## config.mk

```make
export PLATFORM = sky130hd
export DESIGN_NAME = text_console_cursor_control_flat
export DESIGN_NICKNAME = d
export VERILOG_FILES = /design/src/rtl/core/ttcc_pkg.sv /design/src/rtl/core/ttcc_if.sv /design/src/rtl/core/ttcc_cfg.sv /design/src/rtl/core/ttcc_step.sv /design/src/rtl/core/text_console_cursor_control.sv /design/src/flat_wrapper.sv
export SDC_FILE = /design/constraint.sdc
export NUM_CORES = 1
export LEC_CHECK = 0
export ABC_AREA = 0
export BUFFER_PORTS_ARGS = -buffer_cell sky130_fd_sc_hd__buf_4
export CELL_PAD_IN_SITES_DETAIL_PLACEMENT = 2
export CELL_PAD_IN_SITES_GLOBAL_PLACEMENT = 2
export CORE_ASPECT_RATIO = 0.5
export CORE_UTILIZATION = 35
export DETAILED_ROUTE_END_ITERATION = 6
export GPL_TIMING_DRIVEN = 0
export PLACE_DENSITY = 0.79
export SYNTH_ARGS = -nofsm -noshare
export SYNTH_HDL_FRONTEND = slang
export SYNTH_SLANG_ARGS = --single-unit
```

## constraint.sdc

```tcl
create_clock -name clk -period 5.75 [get_ports clk]
set_input_delay 0.575 -clock clk [delete_from_list [all_inputs] [get_ports clk]]
set_output_delay 0.575 -clock clk [all_outputs]
set_load 0.01 [all_outputs]
```

## src/rtl/core/ttcc_pkg.sv

```systemverilog
package ttcc_pkg;

	localparam int COORD_WIDTH_DEF = 8;
	localparam int CFG_IDX_W       = 3;
	localparam int CFG_DATA_W      = 8;

	localparam logic [7:0] TAB_STEP   = 8'd4;
	localparam logic [7:0] SPACE_CHAR = 8'h20;
	localparam logic [7:0] CH_BEL     = 8'h07;
	localparam logic [7:0] CH_BS      = 8'h08;
	localparam logic [7:0] CH_TAB     = 8'h09;
	localparam logic [7:0] CH_LF      = 8'h0A;
	localparam logic [7:0] CH_CR      = 8'h0D;
	localparam logic [7:0] PRINT_LO   = 8'h20;
	localparam logic [7:0] PRINT_HI   = 8'h7F;

	typedef enum logic {
		KIND_CHAR  = 1'b0,
		KIND_CLEAR = 1'b1
	} kind_t;

	typedef enum logic [CFG_IDX_W-1:0] {
		REG_TEXT_ENABLE    = 3'd0,
		REG_SCREEN_WIDTH   = 3'd1,
		REG_SCREEN_HEIGHT  = 3'd2,
		REG_INSET_COLS     = 3'd3,
		REG_INSET_ROWS     = 3'd4,
		REG_CELL_ATTRIBUTE = 3'd5
	} reg_idx_t;

	typedef struct packed {
		logic       text_enable;
		logic [7:0] screen_width;
		logic [7:0] screen_height;
		logic [6:0] inset_cols;
		logic [6:0] inset_rows;
		logic [7:0] cell_attribute;
	} cfg_t;

	typedef struct packed {
		logic       kind;
		logic [7:0] char_code;
	} item_t;

	typedef struct packed {
		logic       write_valid;
		logic [7:0] write_char;
		logic [7:0] write_col;
		logic [7:0] write_row;
		logic [7:0] write_attr;
		logic       beep;
		logic       scroll_request;
		logic       clear_request;
		logic [7:0] cursor_col;
		logic [7:0] cursor_row;
	} result_t;

endpackage

```

## src/rtl/core/ttcc_if.sv

```systemverilog
interface ttcc_in_if;
	logic       valid;
	logic       ready;
	logic       kind;
	logic [7:0] char_code;

	modport source (output valid, kind, char_code, input ready);
	modport sink (input valid, kind, char_code, output ready);
endinterface

interface ttcc_out_if;
	logic       valid;
	logic       ready;
	logic       write_valid;
	logic [7:0] write_char;
	logic [7:0] write_col;
	logic [7:0] write_row;
	logic [7:0] write_attr;
	logic       beep;
	logic       scroll_request;
	logic       clear_request;
	logic [7:0] cursor_col;
	logic [7:0] cursor_row;

	modport source (output valid, write_valid, write_char, write_col, write_row, write_attr,
		beep, scroll_request, clear_request, cursor_col, cursor_row, input ready);
	modport sink (input valid, write_valid, write_char, write_col, write_row, write_attr,
		beep, scroll_request, clear_request, cursor_col, cursor_row, output ready);
endinterface

```

## src/rtl/core/ttcc_cfg.sv

```systemverilog
module ttcc_cfg (
	input  logic                                clk,
	input  logic                                arst_n,
	input  logic                                cfg_we,
	input  logic [ttcc_pkg::CFG_IDX_W-1:0]      cfg_index,
	input  logic [ttcc_pkg::CFG_DATA_W-1:0]     cfg_data,
	output ttcc_pkg::cfg_t                      cfg
);

	ttcc_pkg::cfg_t cfg_q;

	always_ff @(posedge clk or negedge arst_n) begin
		if (!arst_n) begin
			cfg_q.text_enable    <= 1'b1;
			cfg_q.screen_width   <= 8'd80;
			cfg_q.screen_height  <= 8'd25;
			cfg_q.inset_cols     <= 7'd0;
			cfg_q.inset_rows     <= 7'd0;
			cfg_q.cell_attribute <= 8'd7;
		end else if (cfg_we) begin
			unique case (cfg_index)
				ttcc_pkg::REG_TEXT_ENABLE:    cfg_q.text_enable    <= cfg_data[0];
				ttcc_pkg::REG_SCREEN_WIDTH:   cfg_q.screen_width   <= cfg_data[7:0];
				ttcc_pkg::REG_SCREEN_HEIGHT:  cfg_q.screen_height  <= cfg_data[7:0];
				ttcc_pkg::REG_INSET_COLS:     cfg_q.inset_cols     <= cfg_data[6:0];
				ttcc_pkg::REG_INSET_ROWS:     cfg_q.inset_rows     <= cfg_data[6:0];
				ttcc_pkg::REG_CELL_ATTRIBUTE: cfg_q.cell_attribute <= cfg_data[7:0];
				default: ;
			endcase
		end
	end

	assign cfg = cfg_q;

endmodule

```

## src/rtl/core/ttcc_step.sv

```systemverilog
module ttcc_step #(
	parameter int COORD_WIDTH = ttcc_pkg::COORD_WIDTH_DEF
) (
	input  ttcc_pkg::cfg_t           cfg,
	input  ttcc_pkg::item_t          item,
	input  logic [COORD_WIDTH-1:0]   col,
	input  logic [COORD_WIDTH-1:0]   row,
	output logic [COORD_WIDTH-1:0]   col_nxt,
	output logic [COORD_WIDTH-1:0]   row_nxt,
	output ttcc_pkg::result_t        res
);

	localparam int CW = COORD_WIDTH;
	localparam int EW = (CW > 8) ? CW : 8;

	logic [CW-1:0] col_a, row_a, col_b, row_b, row_c;
	logic [CW-1:0] ins_col_c;
	logic [EW-1:0] ins_ext;
	logic [CW-1:0] tab_step_c, tab_mask_c;
	logic          wrap, scroll;

	function automatic logic reached(input logic [CW-1:0] pos, input logic [7:0] size,
		input logic [6:0] inset);
		logic [7:0]    twice;
		logic [7:0]    lim;
		logic [EW-1:0] pos_e;
		twice = {inset, 1'b0};
		lim   = size - twice;
		pos_e = EW'(pos);
		return (twice <= size) && (pos_e >= EW'(lim));
	endfunction

	function automatic logic [7:0] low8(input logic [CW-1:0] v);
		logic [EW-1:0] e;
		e = EW'(v);
		return e[7:0];
	endfunction

	always_comb begin
		ins_ext    = EW'(cfg.inset_cols);
		ins_col_c  = ins_ext[CW-1:0];
		tab_step_c = CW'(ttcc_pkg::TAB_STEP);
		tab_mask_c = ~(tab_step_c - CW'(1));
	end

	always_comb begin
		res    = '0;
		col_a  = col;
		row_a  = row;
		col_b  = col;
		row_b  = row;
		row_c  = row;
		wrap   = 1'b0;
		scroll = 1'b0;

		if (item.char_code >= ttcc_pkg::PRINT_LO && item.char_code <= ttcc_pkg::PRINT_HI) begin
			res.write_valid = 1'b1;
			res.write_char  = item.char_code;
			res.write_col   = low8(col);
			res.write_row   = low8(row);
			res.write_attr  = cfg.cell_attribute;
			col_a           = col + CW'(1);
		end else if (item.char_code == ttcc_pkg::CH_TAB) begin
			col_a = (col + tab_step_c) & tab_mask_c;
		end else if (item.char_code == ttcc_pkg::CH_LF) begin
			row_a = row + CW'(1);
			col_a = ins_col_c;
		end else if (item.char_code == ttcc_pkg::CH_CR) begin
			col_a = ins_col_c;
		end else if (item.char_code == ttcc_pkg::CH_BEL) begin
			res.beep = 1'b1;
		end else if (item.char_code == ttcc_pkg::CH_BS) begin
			if (col != '0) begin
				col_a           = col - CW'(1);
				res.write_valid = 1'b1;
				res.write_char  = ttcc_pkg::SPACE_CHAR;
				res.write_col   = low8(col - CW'(1));
				res.write_row   = low8(row);
				res.write_attr  = cfg.cell_attribute;
			end
		end

		wrap  = reached(col_a, cfg.screen_width, cfg.inset_cols);
		col_b = wrap ? ins_col_c : col_a;
		row_b = wrap ? row_a + CW'(1) : row_a;

		scroll = reached(row_b, cfg.screen_height, cfg.inset_rows);
		row_c  = scroll ? row_b - CW'(1) : row_b;
		res.scroll_request = scroll;

		if (item.kind == ttcc_pkg::KIND_CLEAR) begin
			res               = '0;
			res.clear_request = 1'b1;
			col_nxt           = '0;
			row_nxt           = '0;
		end else if (!cfg.text_enable) begin
			res     = '0;
			col_nxt = col;
			row_nxt = row;
		end else begin
			col_nxt = col_b;
			row_nxt = row_c;
		end

		res.cursor_col = low8(col_nxt);
		res.cursor_row = low8(row_nxt);
	end

endmodule

```

## src/rtl/core/text_console_cursor_control.sv

```systemverilog
// Text console cursor control.
// in_ch (sink): one transaction per item, kind selects a character byte or a
// clear-and-home command; char_code carries the byte.
// out_ch (source): exactly one result transaction per input transaction, in
// order, carrying an optional cell write, beep, scroll and clear requests and
// the cursor position after the item.
// cfg_we/cfg_index/cfg_data: register writes, to be issued only while idle.
// A result passes through the input register, then the result register,
// before it is offered on out_ch. Throughput: one item per cycle while out_ch
// does not stall; the cursor update is a combinational loop through the
// column/row registers.
// Reset: cursor at 0,0, registers at their defaults, both stages empty.
// When out_ch stalls, the result register holds; one more item can be taken
// into the input register, then in_ch.ready drops until out_ch.ready returns.
module text_console_cursor_control #(
	parameter int COORD_WIDTH = ttcc_pkg::COORD_WIDTH_DEF
) (
	input  logic                            clk,
	input  logic                            arst_n,
	ttcc_in_if.sink                         in_ch,
	ttcc_out_if.source                      out_ch,
	input  logic                            cfg_we,
	input  logic [ttcc_pkg::CFG_IDX_W-1:0]  cfg_index,
	input  logic [ttcc_pkg::CFG_DATA_W-1:0] cfg_data
);

	ttcc_pkg::cfg_t    cfg;
	ttcc_pkg::item_t   item_s1;
	ttcc_pkg::result_t res_comb, res_s2;
	logic              valid_s1, valid_s2;
	logic              adv_s1, in_acc;
	logic [COORD_WIDTH-1:0] col_q, row_q, col_nxt, row_nxt;

	ttcc_cfg u_cfg (
		.clk       (clk),
		.arst_n    (arst_n),
		.cfg_we    (cfg_we),
		.cfg_index (cfg_index),
		.cfg_data  (cfg_data),
		.cfg       (cfg)
	);

	ttcc_step #(.COORD_WIDTH(COORD_WIDTH)) u_step (
		.cfg     (cfg),
		.item    (item_s1),
		.col     (col_q),
		.row     (row_q),
		.col_nxt (col_nxt),
		.row_nxt (row_nxt),
		.res     (res_comb)
	);

	assign adv_s1      = valid_s1 && (!valid_s2 || out_ch.ready);
	assign in_ch.ready = !valid_s1 || adv_s1;
	assign in_acc      = in_ch.valid && in_ch.ready;

	always_ff @(posedge clk or negedge arst_n) begin
		if (!arst_n) begin
			valid_s1 <= 1'b0;
			valid_s2 <= 1'b0;
			col_q    <= '0;
			row_q    <= '0;
		end else begin
			if (in_acc)
				valid_s1 <= 1'b1;
			else if (adv_s1)
				valid_s1 <= 1'b0;
			if (adv_s1)
				valid_s2 <= 1'b1;
			else if (out_ch.ready)
				valid_s2 <= 1'b0;
			if (adv_s1) begin
				col_q <= col_nxt;
				row_q <= row_nxt;
			end
		end
	end

	always_ff @(posedge clk) begin
		if (in_acc) begin
			item_s1.kind      <= in_ch.kind;
			item_s1.char_code <= in_ch.char_code;
		end
		if (adv_s1)
			res_s2 <= res_comb;
	end

	assign out_ch.valid          = valid_s2;
	assign out_ch.write_valid    = res_s2.write_valid;
	assign out_ch.write_char     = res_s2.write_char;
	assign out_ch.write_col      = res_s2.write_col;
	assign out_ch.write_row      = res_s2.write_row;
	assign out_ch.write_attr     = res_s2.write_attr;
	assign out_ch.beep           = res_s2.beep;
	assign out_ch.scroll_request = res_s2.scroll_request;
	assign out_ch.clear_request  = res_s2.clear_request;
	assign out_ch.cursor_col     = res_s2.cursor_col;
	assign out_ch.cursor_row     = res_s2.cursor_row;

	a_cursor_hold: assert property (@(posedge clk) disable iff (!arst_n)
		!adv_s1 |=> $stable(col_q) && $stable(row_q))
		else $error("cursor changed without an item");

	a_clear_home: assert property (@(posedge clk) disable iff (!arst_n)
		adv_s1 && item_s1.kind == ttcc_pkg::KIND_CLEAR |=> col_q == '0 && row_q == '0)
		else $error("clear did not home the cursor");

	a_result_excl: assert property (@(posedge clk) disable iff (!arst_n)
		out_ch.valid && out_ch.clear_request |->
			!out_ch.write_valid && !out_ch.beep && !out_ch.scroll_request)
		else $error("clear result carries other requests");

	a_no_loss: assert property (@(posedge clk) disable iff (!arst_n)
		valid_s2 && !out_ch.ready |=> valid_s2 && $stable(res_s2))
		else $error("stalled result lost");

endmodule

```

## src/flat_wrapper.sv

```systemverilog
// flat-port wrapper written by rule: the top's interface ports become plain ports
module text_console_cursor_control_flat 
#(
	parameter int COORD_WIDTH = ttcc_pkg::COORD_WIDTH_DEF
)
  (clk, arst_n, cfg_we, cfg_index, cfg_data, in_ch_valid, in_ch_kind, in_ch_char_code, in_ch_ready, out_ch_valid, out_ch_write_valid, out_ch_write_char, out_ch_write_col, out_ch_write_row, out_ch_write_attr, out_ch_beep, out_ch_scroll_request, out_ch_clear_request, out_ch_cursor_col, out_ch_cursor_row, out_ch_ready);
  ttcc_in_if in_ch_i ();
  ttcc_out_if out_ch_i ();
  input  logic clk;
  input  logic arst_n;
  input  logic cfg_we;
  input  logic [ttcc_pkg::CFG_IDX_W-1:0] cfg_index;
  input  logic [ttcc_pkg::CFG_DATA_W-1:0] cfg_data;
  input wire logic [$bits(in_ch_i.valid)-1:0] in_ch_valid;
  input wire logic [$bits(in_ch_i.kind)-1:0] in_ch_kind;
  input wire logic [$bits(in_ch_i.char_code)-1:0] in_ch_char_code;
  output wire logic [$bits(in_ch_i.ready)-1:0] in_ch_ready;
  output wire logic [$bits(out_ch_i.valid)-1:0] out_ch_valid;
  output wire logic [$bits(out_ch_i.write_valid)-1:0] out_ch_write_valid;
  output wire logic [$bits(out_ch_i.write_char)-1:0] out_ch_write_char;
  output wire logic [$bits(out_ch_i.write_col)-1:0] out_ch_write_col;
  output wire logic [$bits(out_ch_i.write_row)-1:0] out_ch_write_row;
  output wire logic [$bits(out_ch_i.write_attr)-1:0] out_ch_write_attr;
  output wire logic [$bits(out_ch_i.beep)-1:0] out_ch_beep;
  output wire logic [$bits(out_ch_i.scroll_request)-1:0] out_ch_scroll_request;
  output wire logic [$bits(out_ch_i.clear_request)-1:0] out_ch_clear_request;
  output wire logic [$bits(out_ch_i.cursor_col)-1:0] out_ch_cursor_col;
  output wire logic [$bits(out_ch_i.cursor_row)-1:0] out_ch_cursor_row;
  input wire logic [$bits(out_ch_i.ready)-1:0] out_ch_ready;
  assign in_ch_i.valid = in_ch_valid;
  assign in_ch_i.kind = in_ch_kind;
  assign in_ch_i.char_code = in_ch_char_code;
  assign in_ch_ready = in_ch_i.ready;
  assign out_ch_valid = out_ch_i.valid;
  assign out_ch_write_valid = out_ch_i.write_valid;
  assign out_ch_write_char = out_ch_i.write_char;
  assign out_ch_write_col = out_ch_i.write_col;
  assign out_ch_write_row = out_ch_i.write_row;
  assign out_ch_write_attr = out_ch_i.write_attr;
  assign out_ch_beep = out_ch_i.beep;
  assign out_ch_scroll_request = out_ch_i.scroll_request;
  assign out_ch_clear_request = out_ch_i.clear_request;
  assign out_ch_cursor_col = out_ch_i.cursor_col;
  assign out_ch_cursor_row = out_ch_i.cursor_row;
  assign out_ch_i.ready = out_ch_ready;
  text_console_cursor_control #(.COORD_WIDTH(COORD_WIDTH)) u_core (.clk(clk), .arst_n(arst_n), .in_ch(in_ch_i), .out_ch(out_ch_i), .cfg_we(cfg_we), .cfg_index(cfg_index), .cfg_data(cfg_data));
endmodule
```

Yosys cells after proc, flatten, opt, wreduce, memory -nomap -nowiden

Index checks and enable logic that the tools add are counted.

Logic and storage cells: 97
Input bits: 25
Flip-flop bits (word level): 118
Output and inout bits: 54

Bitwise operators: 1
Multiplexer cells: 29
Magnitude comparators: 6
Reductions and logical operators: 21
$add $sub $neg: 8
Equality and inequality tests: 10

Operators by type and width:

| cell                                                           | count |
|---|---|
| 2-to-1 mux 8 bit                                               | 17 |
| 2-to-1 mux 33 bit                                              | 4 |
| 2-to-1 mux 34 bit                                              | 3 |
| equality test 8 x 4 -> 1 bit, second input constant            | 4 |
| adder 8 x 1 -> 8 bit, second input constant                    | 3 |
| >= comparator 8 bit                                            | 2 |
| less-or-equal comparator 8 bit                                 | 2 |
| subtractor 8 x 1 -> 8 bit, second input constant               | 2 |
| subtractor 8 bit                                               | 2 |
| AND reduction 2 bit                                            | 6 |
| adder 8 x 3 -> 8 bit, second input constant                    | 1 |
| equality test 8 x 3 -> 1 bit, second input constant            | 1 |
| >= comparator 8 x 6 -> 1 bit, second input constant            | 1 |
| less-or-equal comparator 8 x 7 -> 1 bit, second input constant | 1 |
| nonzero test 8 bit                                             | 1 |
| equality test 3 x 2 -> 1 bit, second input constant            | 2 |
| equality test 3 bit, second input constant                     | 2 |
| OR reduction 6 bit                                             | 1 |
| logical AND 1 bit                                              | 5 |
| 2-to-1 mux 1 bit                                               | 5 |
| nonzero test 2 bit                                             | 2 |
| equality test 3 x 1 -> 1 bit, second input constant            | 1 |
| zero test 3 bit                                                | 1 |
| zero test 1 bit                                                | 2 |
| other kinds (3)                                                | 4 |

Logic depth before layout (Yosys ltp)

Gate-level depths: netlist of run 1.

Depth after elaboration: 16
Gate-level depth with buffers: 26
Mapped depth without buffers: 24

By module

A second synthesis of run 1 with hierarchy kept.

Cell total of the unflattened synthesis: 668
Area, all modules: 7,489.7 um2

By module, submodules not included:

| module                      | cells each | sequential area each (um2) | times used | area each (um2) |
|---|---|---|---|---|
| ttcc_step                   | 478        | 0.0                        | 1          | 3,354.5 |
| text_console_cursor_control | 103        | 2,282.2                    | 1          | 2,572.5 |
| ttcc_cfg                    | 87         | 987.2                      | 1          | 1,562.7 |

Worst setup path after synthesis of run 1

OpenSTA, ideal clock, no wires.

Kind: register -> register
Start: register u_core.col_q[2]
End: register u_core.res_s2 (netlist bit u_core.out_ch.cursor_row[1]), data pin
Slack: 0.179 ns
Clock period less this slack: 5.571 ns
Library setup time: 0.255 ns
Path buffers: 2
Required time: 5.495 ns
Stages on the path, launching flop included: 23
Arrival: 5.316 ns
Cell sequence: dfrtp_1 > clkbuf_1 > or3_1 > or4b_1 > a21o_1 > a22o_1 > a31o_2 > ha_1 > o2111a_1 > a221oi_2 > or2_2 > buf_2 > nor2_1 > xnor2_2 > ha_1 > a21o_1 > a21o_1 > a21oi_1 > o21ai_0 > o211ai_1 > a21oi_1 > mux2_2 > and2_1

RTL lines:

| item                   | RTL line                          | source |
|---|---|---|
| from (decl)            | text_console_cursor_control.sv:32 | `logic [COORD_WIDTH-1:0] col_q, row_q, col_nxt, row_nxt;` |
| from (signal assigned) | text_console_cursor_control.sv:73 | `col_q <= col_nxt;` |
| to (signal assigned)   | text_console_cursor_control.sv:85 | `res_s2 <= res_comb;` |
| to (decl)              | text_console_cursor_control.sv:29 | `ttcc_pkg::result_t res_comb, res_s2;` |

==> results.toml, run 1 <==
[run_status]
status = "finished clean"

[synthesis]
yosysTopAreaCellShare_pct = 26.2
synthCells = 662
synth.net_count = 727
netlist-cell-type-count = 74
seq_area_frac_synth_pct = 46.8
synth_ff_type = "edfxtp_1"
synth_area_leaders = "edfxtp_1 (26%), dfrtp_1 (17%), ha_1 (6.8%), mux2_2 (5.8%), dfstp_2 (3.4%)"
synth_area_sq_um = 6980
synth-seq-cells = 118
synth_top_area_cell = "edfxtp_1"
synth_async_sr_flop_share_pct = 48.3
synth-edff-count = 61
syn-mean-instance-area_sq_um = 10.5
synthesis.yosys.warnings = 0

[worst_setup_path]
worst_path_most_repeated_cell = "a21o_1"
critical_path.endpoint_type = "flip-flop"
setup.worst_path.class = "flip-flop to flip-flop"
path_buf_inv = 2
startpoint_type = "flip-flop"
cp_slowest_cell = "dfrtp_1"
crit_required_ns = 6.01
worst-path-max-fanout = 5
arrival_time_at_the_worst_endpoint_ns = 5.92
critical_path.cell_chain = "ha_1 > inv_1 > fa_1 > a21o_1 > a21oi_1 > o21bai_1 > a21oi_1 > xor2_1 > ha_4 > o2111a_1 > a221oi_4 > or2_4 > nor2_1 > xnor2_2 > ha_1 > a21o_1 > a21o_1 > a21oi_2 > o21ai_1 > o211ai_1 > a21oi_2 > buf_4 > xor2_2 > a211oi_1"
cp_slowest_stage_delay_ns = 0.50
critical_path.top_delay_family = "compound AO/OA/AOI/OAI gates"

[grt]
gr-usage-all-layers_pct = 25.2
grt_first_pass_wirelength_mm = 38.5
grt_start_max_net_pins = 58
grt_antenna_before_repair = 1
overflow = 0
first_global_vias = 6374

[floorplan]
floorplan.die_area_sq_um = 20600
die-width_microns = 202
ioPinCount = 79
core_region_area_sq_um = 19500
floorplan.initialDensity_pct = 35.8
chipHeight_microns = 102
rows = 36

[sta]
post-route-min-period_ns = 5.67
report.final.setup_viol = 0
timing_max_transition_violations_final = 0
finClkSkew_ns = 0.0106
worstMarginPinSlew_ns = 0.906
timing.final.hold_violations = 0
timing.final.crit_share_pct = 98.5
slew_headroom_pct = 39.4
max_freq_ghz = 0.177

[detailed_routing]
post_drt_wl_per_cell_microns = 24.7
detail_route.first_pass.iterations = 4
postRouteWirelength_mm = 26.2
remaining_drcs = 0
detailedRoute.firstIterationViolations = 288
routed_vias = 5952
via_per_inst = 5.60
postRouteAntennaNets = 0

[clock_tree]
cts-buffers-inserted = 17
cts.htree.levels = 4
clockRootBuffer = "clkbuf_16"
clock_latency_ns = 0.44
cts.reportedPaths.clkPinSlew_ns = 0.07
cts.sinks = 118
tritoncts = "built"
max-clock-path-buffers = 2

[finish]
final_layout_size_suffix_gt1_share_pct = 31.2
area_growth_synth_to_finish_pct = 29.8
final_cell_mix = "buf_4 (106), edfxtp_1 (61), nor2_1 (48), nand2_1 (46), dfrtp_1 (44)"
layout.cells.most_common = "buf_4"
final_cell_area_sq_um = 9060
fillCellCount = 1988
antenna_cells_inserted = 0
final_nets = 849
fin_cells = 1063

[placed_design]
io_buffer_count = 78
dp.cells = 1007
globalplace.congestion = 0.829
area_post_placement_sq_um = 7920
post-dp-hpwl_mm = 17.3

[power]
powerDensity_nw_per_um2 = 369
power.static_leakage_nw = 3.77
max-vdd-ir-drop_v = 0.000207

[worst_hold_path]
worst_hold_path_type = "input pin to asynchronous set/reset pin"

[flow_run]
cap_violations = 0
what timing repair did:
item,in CTS,in global routing
pin swaps,8,20
hold buffers,0,0
gates resized for setup,37,31
setup buffers,11,18
endpoints found under the setup margin,17,17
worst paths after layout:
path,from,end,slack [ns],cells past startpoint
worst max-delay path,u_core.u_cfg.cfg[15],u_core.out_ch.cursor_row[0],0.08,24
worst min-delay path,arst_n,u_core.col_q[3],0.21,1
worst max register to register,u_core.u_cfg.cfg[15],u_core.out_ch.cursor_row[0],0.08,24
worst min register to register,u_core.u_cfg.cfg[6],u_core.u_cfg.cfg[6],0.50,1
max in group asynchronous,arst_n,u_core.col_q[7],4.96,1
min in group clk,in_ch_char_code[7],u_core.item_s1[7],0.32,1
where the power goes:
group / leakage, nW / switching (mW) / internal (mW) / total (mW)
Clock: 0.307 / 0.477 / 0.673 / 1.15
Sequential: 1.30 / 0.0845 / 1.01 / 1.10
Combinational: 2.17 / 0.639 / 0.454 / 1.09
Total: 3.77 / 1.20 / 2.14 / 3.34
registers in the layout, summed over array words and instances, names as in the netlist:
register                      flops
u_core.out_ch.write_valid         1
u_core.u_cfg.cfg                 39
u_core.out_ch.beep                1
u_core.out_ch.cursor_col          8
u_core.out_ch.write_row           8
u_core.out_ch.write_attr          8
u_core.out_ch.scroll_request      1
u_core.out_ch.cursor_row          8
u_core.item_s1                    9
u_core.col_q                      8
u_core.valid_s1                   1
u_core.out_ch.clear_request       1
u_core.row_q                      8
u_core.out_ch.write_col           8
u_core.out_ch.write_char          8
u_core.out_ch.valid               1
synth_stat cells, types with 3 or more instances:
master and count:
edfxtp_1 61, nor2_1 50, dfrtp_1 48, nand2_1 47, inv_1 39, ha_1 38
o21ai_0 38, mux2_2 36, clkbuf_1 24, and2_1 21, a21oi_1 20, xnor2_1 16
nand3_1 15, a211oi_1 13, o31ai_1 12, nor3_1 11, xor2_1 11, and3_1 10
a21o_1 9, dfstp_2 9, mux2i_1 9, a22o_1 8, nand2b_1 8, nor2b_1 7
or4_1 6, nand4_1 5, o211ai_1 5, a22oi_1 4, a31oi_1 4, buf_1 4
nand4b_1 4, o21ai_1 4, and4_1 3, buf_2 3, nand3b_1 3, nor4_1 3
o21a_1 3, o21bai_1 3
through the flow:
stage	hold WS, ns	setup WS [ns]	TNS (ns)	utilization [%]	total power, mW
final	0.215	0.0846	0	46.5	3.34
after global routing	0.274	-0.173	-1.17	46.5	3.48
after CTS	0.256	0.00669	0	45.0	3.24
after detailed placement	0.494	-0.993	-13.47	40.6	2.00
after global placement	0.476	-0.755	-9.30	40.5	1.93
after floorplan	0.279	0.179	0	-	1.68
worst register-to-register path: stages, from the launching register on:
cell	delay (ns)
dfrtp_1	0.50
ha_1	0.24
inv_1	0.07
fa_1	0.40
a21o_1	0.19
a21oi_1	0.23
o21bai_1	0.11
a21oi_1	0.22
xor2_1	0.31
ha_4	0.28
o2111a_1	0.17
a221oi_4	0.39
or2_4	0.26
nor2_1	0.09
xnor2_2	0.23
ha_1	0.29
a21o_1	0.19
a21o_1	0.18
a21oi_2	0.20
o21ai_1	0.10
o211ai_1	0.20
a21oi_2	0.08
buf_4	0.16
xor2_2	0.15
a211oi_1	0.26
routing by layer:
metal / track usage, % / share of wire (%) / wire, microns
met5: 0 / 0 / 0
met4: 5.83 / 1.0 / 261
met3: 4.59 / 3.7 / 960
met2: 43.3 / 49 / 12900
met1: 33.5 / 46 / 12100
final cells by class:
type                    instances  area, sq um  area share, %
multi-input cells             473         3730           41.1
flip-flops and latches        118         3270           36.1
repair buffers                108          836           9.22
clock buffers                  20          489           5.40
well taps                     266          333           3.67
inverters                      39          150           1.66
clock inverters                12          129           1.42
plain buffers                  27          123           1.35
cells by family (layout without fill, tap and decap cells):
family | after synthesis | after routing | synth area share [%]
fa+ha+maj | 40 | 40 | 7.38
flops | 118 | 118 | 46.8
compound gates | 149 | 149 | 15.0
xor+xnor | 28 | 28 | 3.62
other cells | 1 | 1 | 0.0537
mux | 45 | 45 | 7.10
buf+inv | 71 | 206 | 3.98
simple gates | 210 | 210 | 16.1
No activity file was read; power rests on OpenSTA's default activity.
==> run 2, diff against run 1 <==
- CORE_UTILIZATION: 35 -> 42
- PLACE_DENSITY: 0.79 -> 0.89
- clock period: 5.75 -> 7.2 ns (I/O delays scaled with it)
==> run 2 against run 1 <==
Against the previous run: hold slack better by 0.17 ns; critical path depth shrank 1; clock-buffer cell count rose by 2; non-clock buffer count fell by 24; combinational power shrank 27%; utilization is 7.6 points higher.
==> results.toml, run 2 (synthesis results as in run 1) <==
[run_status]
status = "finished clean"

[sta]
slew_headroom_pct = 32.5
final_total_negative_setup_slack_ns = 0
rsz_0062_raised_after_global_routing = "no"
report.final.setup_viol = 0
timing.final.hold_violations = 0
finClkSkew_ns = 0.0121
post-route-min-period_ns = 6.99
fin_hold_ws_ns = 0.385
max_freq_ghz = 0.143
final.setup.worst_slack_ns = 0.209
timing_max_transition_violations_final = 0
timing.final.crit_share_pct = 97.1
worstMarginPinSlew_ns = 1.01

[clock_tree]
cts.sinks = 118
tritoncts = "built"
cts-buffers-inserted = 17
max-clock-path-buffers = 2
clockRootBuffer = "clkbuf_16"
clock_latency_ns = 0.44
cts.reportedPaths.clkPinSlew_ns = 0.06
postCtsHoldBufs = 0
cts.htree.levels = 4

[detailed_routing]
routed_met1_length_mm = 11.8
via_per_inst = 6.16
route.met2.wl_mm = 13.5
postRouteWirelength_mm = 27.5
remaining_drcs = 0
detailedRoute.firstIterationViolations = 479
met3_wirelength_mm = 1.58
post_drt_wl_per_cell_microns = 27.7
postRouteAntennaNets = 0
detail_route.first_pass.iterations = 5
routed_vias = 6128
top_layer_in_use = "met4"

[floorplan]
ioPinCount = 79
core_region_area_sq_um = 15800
rows = 32
die-width_microns = 184
floorplan.die_area_sq_um = 17200
chipHeight_microns = 93.2
floorplan.initialDensity_pct = 44.2

[worst_setup_path]
critPathLaunch = "u_core.item_s1[6]"
worst_r2r_startpoint = "u_core.item_s1[6]"
startpoint_type = "flip-flop"
arrival_time_at_the_worst_endpoint_ns = 7.22
crit_required_ns = 7.43
critical_path.endpoint_type = "flip-flop"
worst-path-max-fanout = 10
setup.worst_path.class = "flip-flop to flip-flop"

[worst_hold_path]
worst_hold_path_type = "input pin to asynchronous set/reset pin"

[power]
powerDensity_nw_per_um2 = 308
power.static_leakage_nw = 3.60
combinationalPowerShare_pct = 30.0
p_clk_share_pct = 36.4
max-vdd-ir-drop_v = 0.000174
total_power_mw = 2.64
seq_power_share_pct = 33.5
p_switching_uw = 899
power.share.switching_pct = 34.1
power.internal_mw = 1.74

[finish]
largest_register_ff_count = 39
layout.cells.most_common = "buf_4"
fillCellCount = 1541
final_cell_mix = "buf_4 (79), edfxtp_1 (61), nor2_1 (50), dfrtp_1 (48), nand2_1 (47)"
area_growth_synth_to_finish_pct = 22.5
antenna_cells_inserted = 0
final_layout_size_suffix_gt1_share_pct = 23.0
final_nets = 825

[placed_design]
io_buffer_count = 78
dp_worst_setup_slack_ns = 0.0681
post-dp-hpwl_mm = 18.0
globalplace.congestion = 0.848

[grt]
grt_start_max_net_pins = 58
grt_first_pass_wirelength_mm = 41.5
grt_antenna_before_repair = 0
first_global_vias = 6745
gr-usage-all-layers_pct = 33.4
overflow = 0

[flow_run]
cap_violations = 0
## run 2: changes by cell type in the layout (fill, tap and decap cells not counted), sizes merged
cell / change
inv: -7
buf: -28
clkinv: +1
bufinv: +4
clkbuf: +6
## run 2: final timing paths
check / endpoint / slack (ns) / depth (start not counted)
worst max-delay path: u_core.out_ch.cursor_row[7] / 0.21 / 23
worst min-delay path: u_core.u_cfg.cfg[21] / 0.39 / 1
worst max register to register: u_core.out_ch.cursor_row[7] / 0.21 / 23
worst min register to register: u_core.u_cfg.cfg[7] / 0.52 / 1
max in group asynchronous: u_core.u_cfg.cfg[24] / 6.29 / 1
min in group clk: u_core.item_s1[8] / 0.47 / 1
## run 2: power groups by stage
stage	logic (mW)	registers [mW]	clock network, mW
4_1_cts	0.769	0.879	0.965
2_1_floorplan	0.470	0.871	0
3_5_place_dp	0.731	0.886	0
6_report	0.793	0.884	0.962
3_3_place_gp	0.655	0.876	0
5_1_grt	0.846	0.890	0.984
## run 2: final cells by class
class                   count  area [sq um]  area share (%)
multi-input cells         473          3480            40.7
clock inverters            10           178            2.08
flip-flops and latches    118          3270            38.2
plain buffers              31           129            1.51
inverters                  39           146            1.71
clock buffers              22           464            5.42
well taps                 221           277            3.23
repair buffers             80           613            7.16
## run 2: per-layer routing
metal	up-vias	global-route usage, %
li1	2624	-
met1	3191	41.8
met2	262	57.6
met3	51	5.33
met4	0	13.6
met5	-	0
## run 2: timing repair
item	4_1_cts	5_1_grt
pin swaps	0	1
gates resized for setup	2	7
setup buffers	0	1
endpoints found under the hold margin	0	0
endpoints found under the setup margin	2	11
## run 2: per-stage QoR
stage | utilization (%) | instance area [sq um] | instances
floorplan | - | 6980 | 662
global placement | 49.6 | 7850 | 961
detailed placement | 49.7 | 7870 | 962
CTS | 53.9 | 8520 | 994
global route | 54.1 | 8560 | 994
finish | 54.1 | 8560 | 994
## run 2: worst max-delay path, stage by stage (launching register included)
cell and delay (ns):
edfxtp_1 0.47, nor4_4 0.36, buf_6 0.19, and3_1 0.19, clkbuf_1 0.30, nand3_1 0.18
xnor2_1 0.18, a21oi_1 0.09, a221oi_1 0.58, ha_1 0.26, o211ai_1 0.10, o21ai_1 0.28
a221oi_4 0.16, or2_2 0.31, buf_2 0.18, o31ai_1 0.62, xor2_2 0.27, ha_1 0.39
nand4_1 0.15, o21ai_0 0.22, o211a_1 0.29, nand3_2 0.20, or4_1 0.47, a311oi_1 0.34
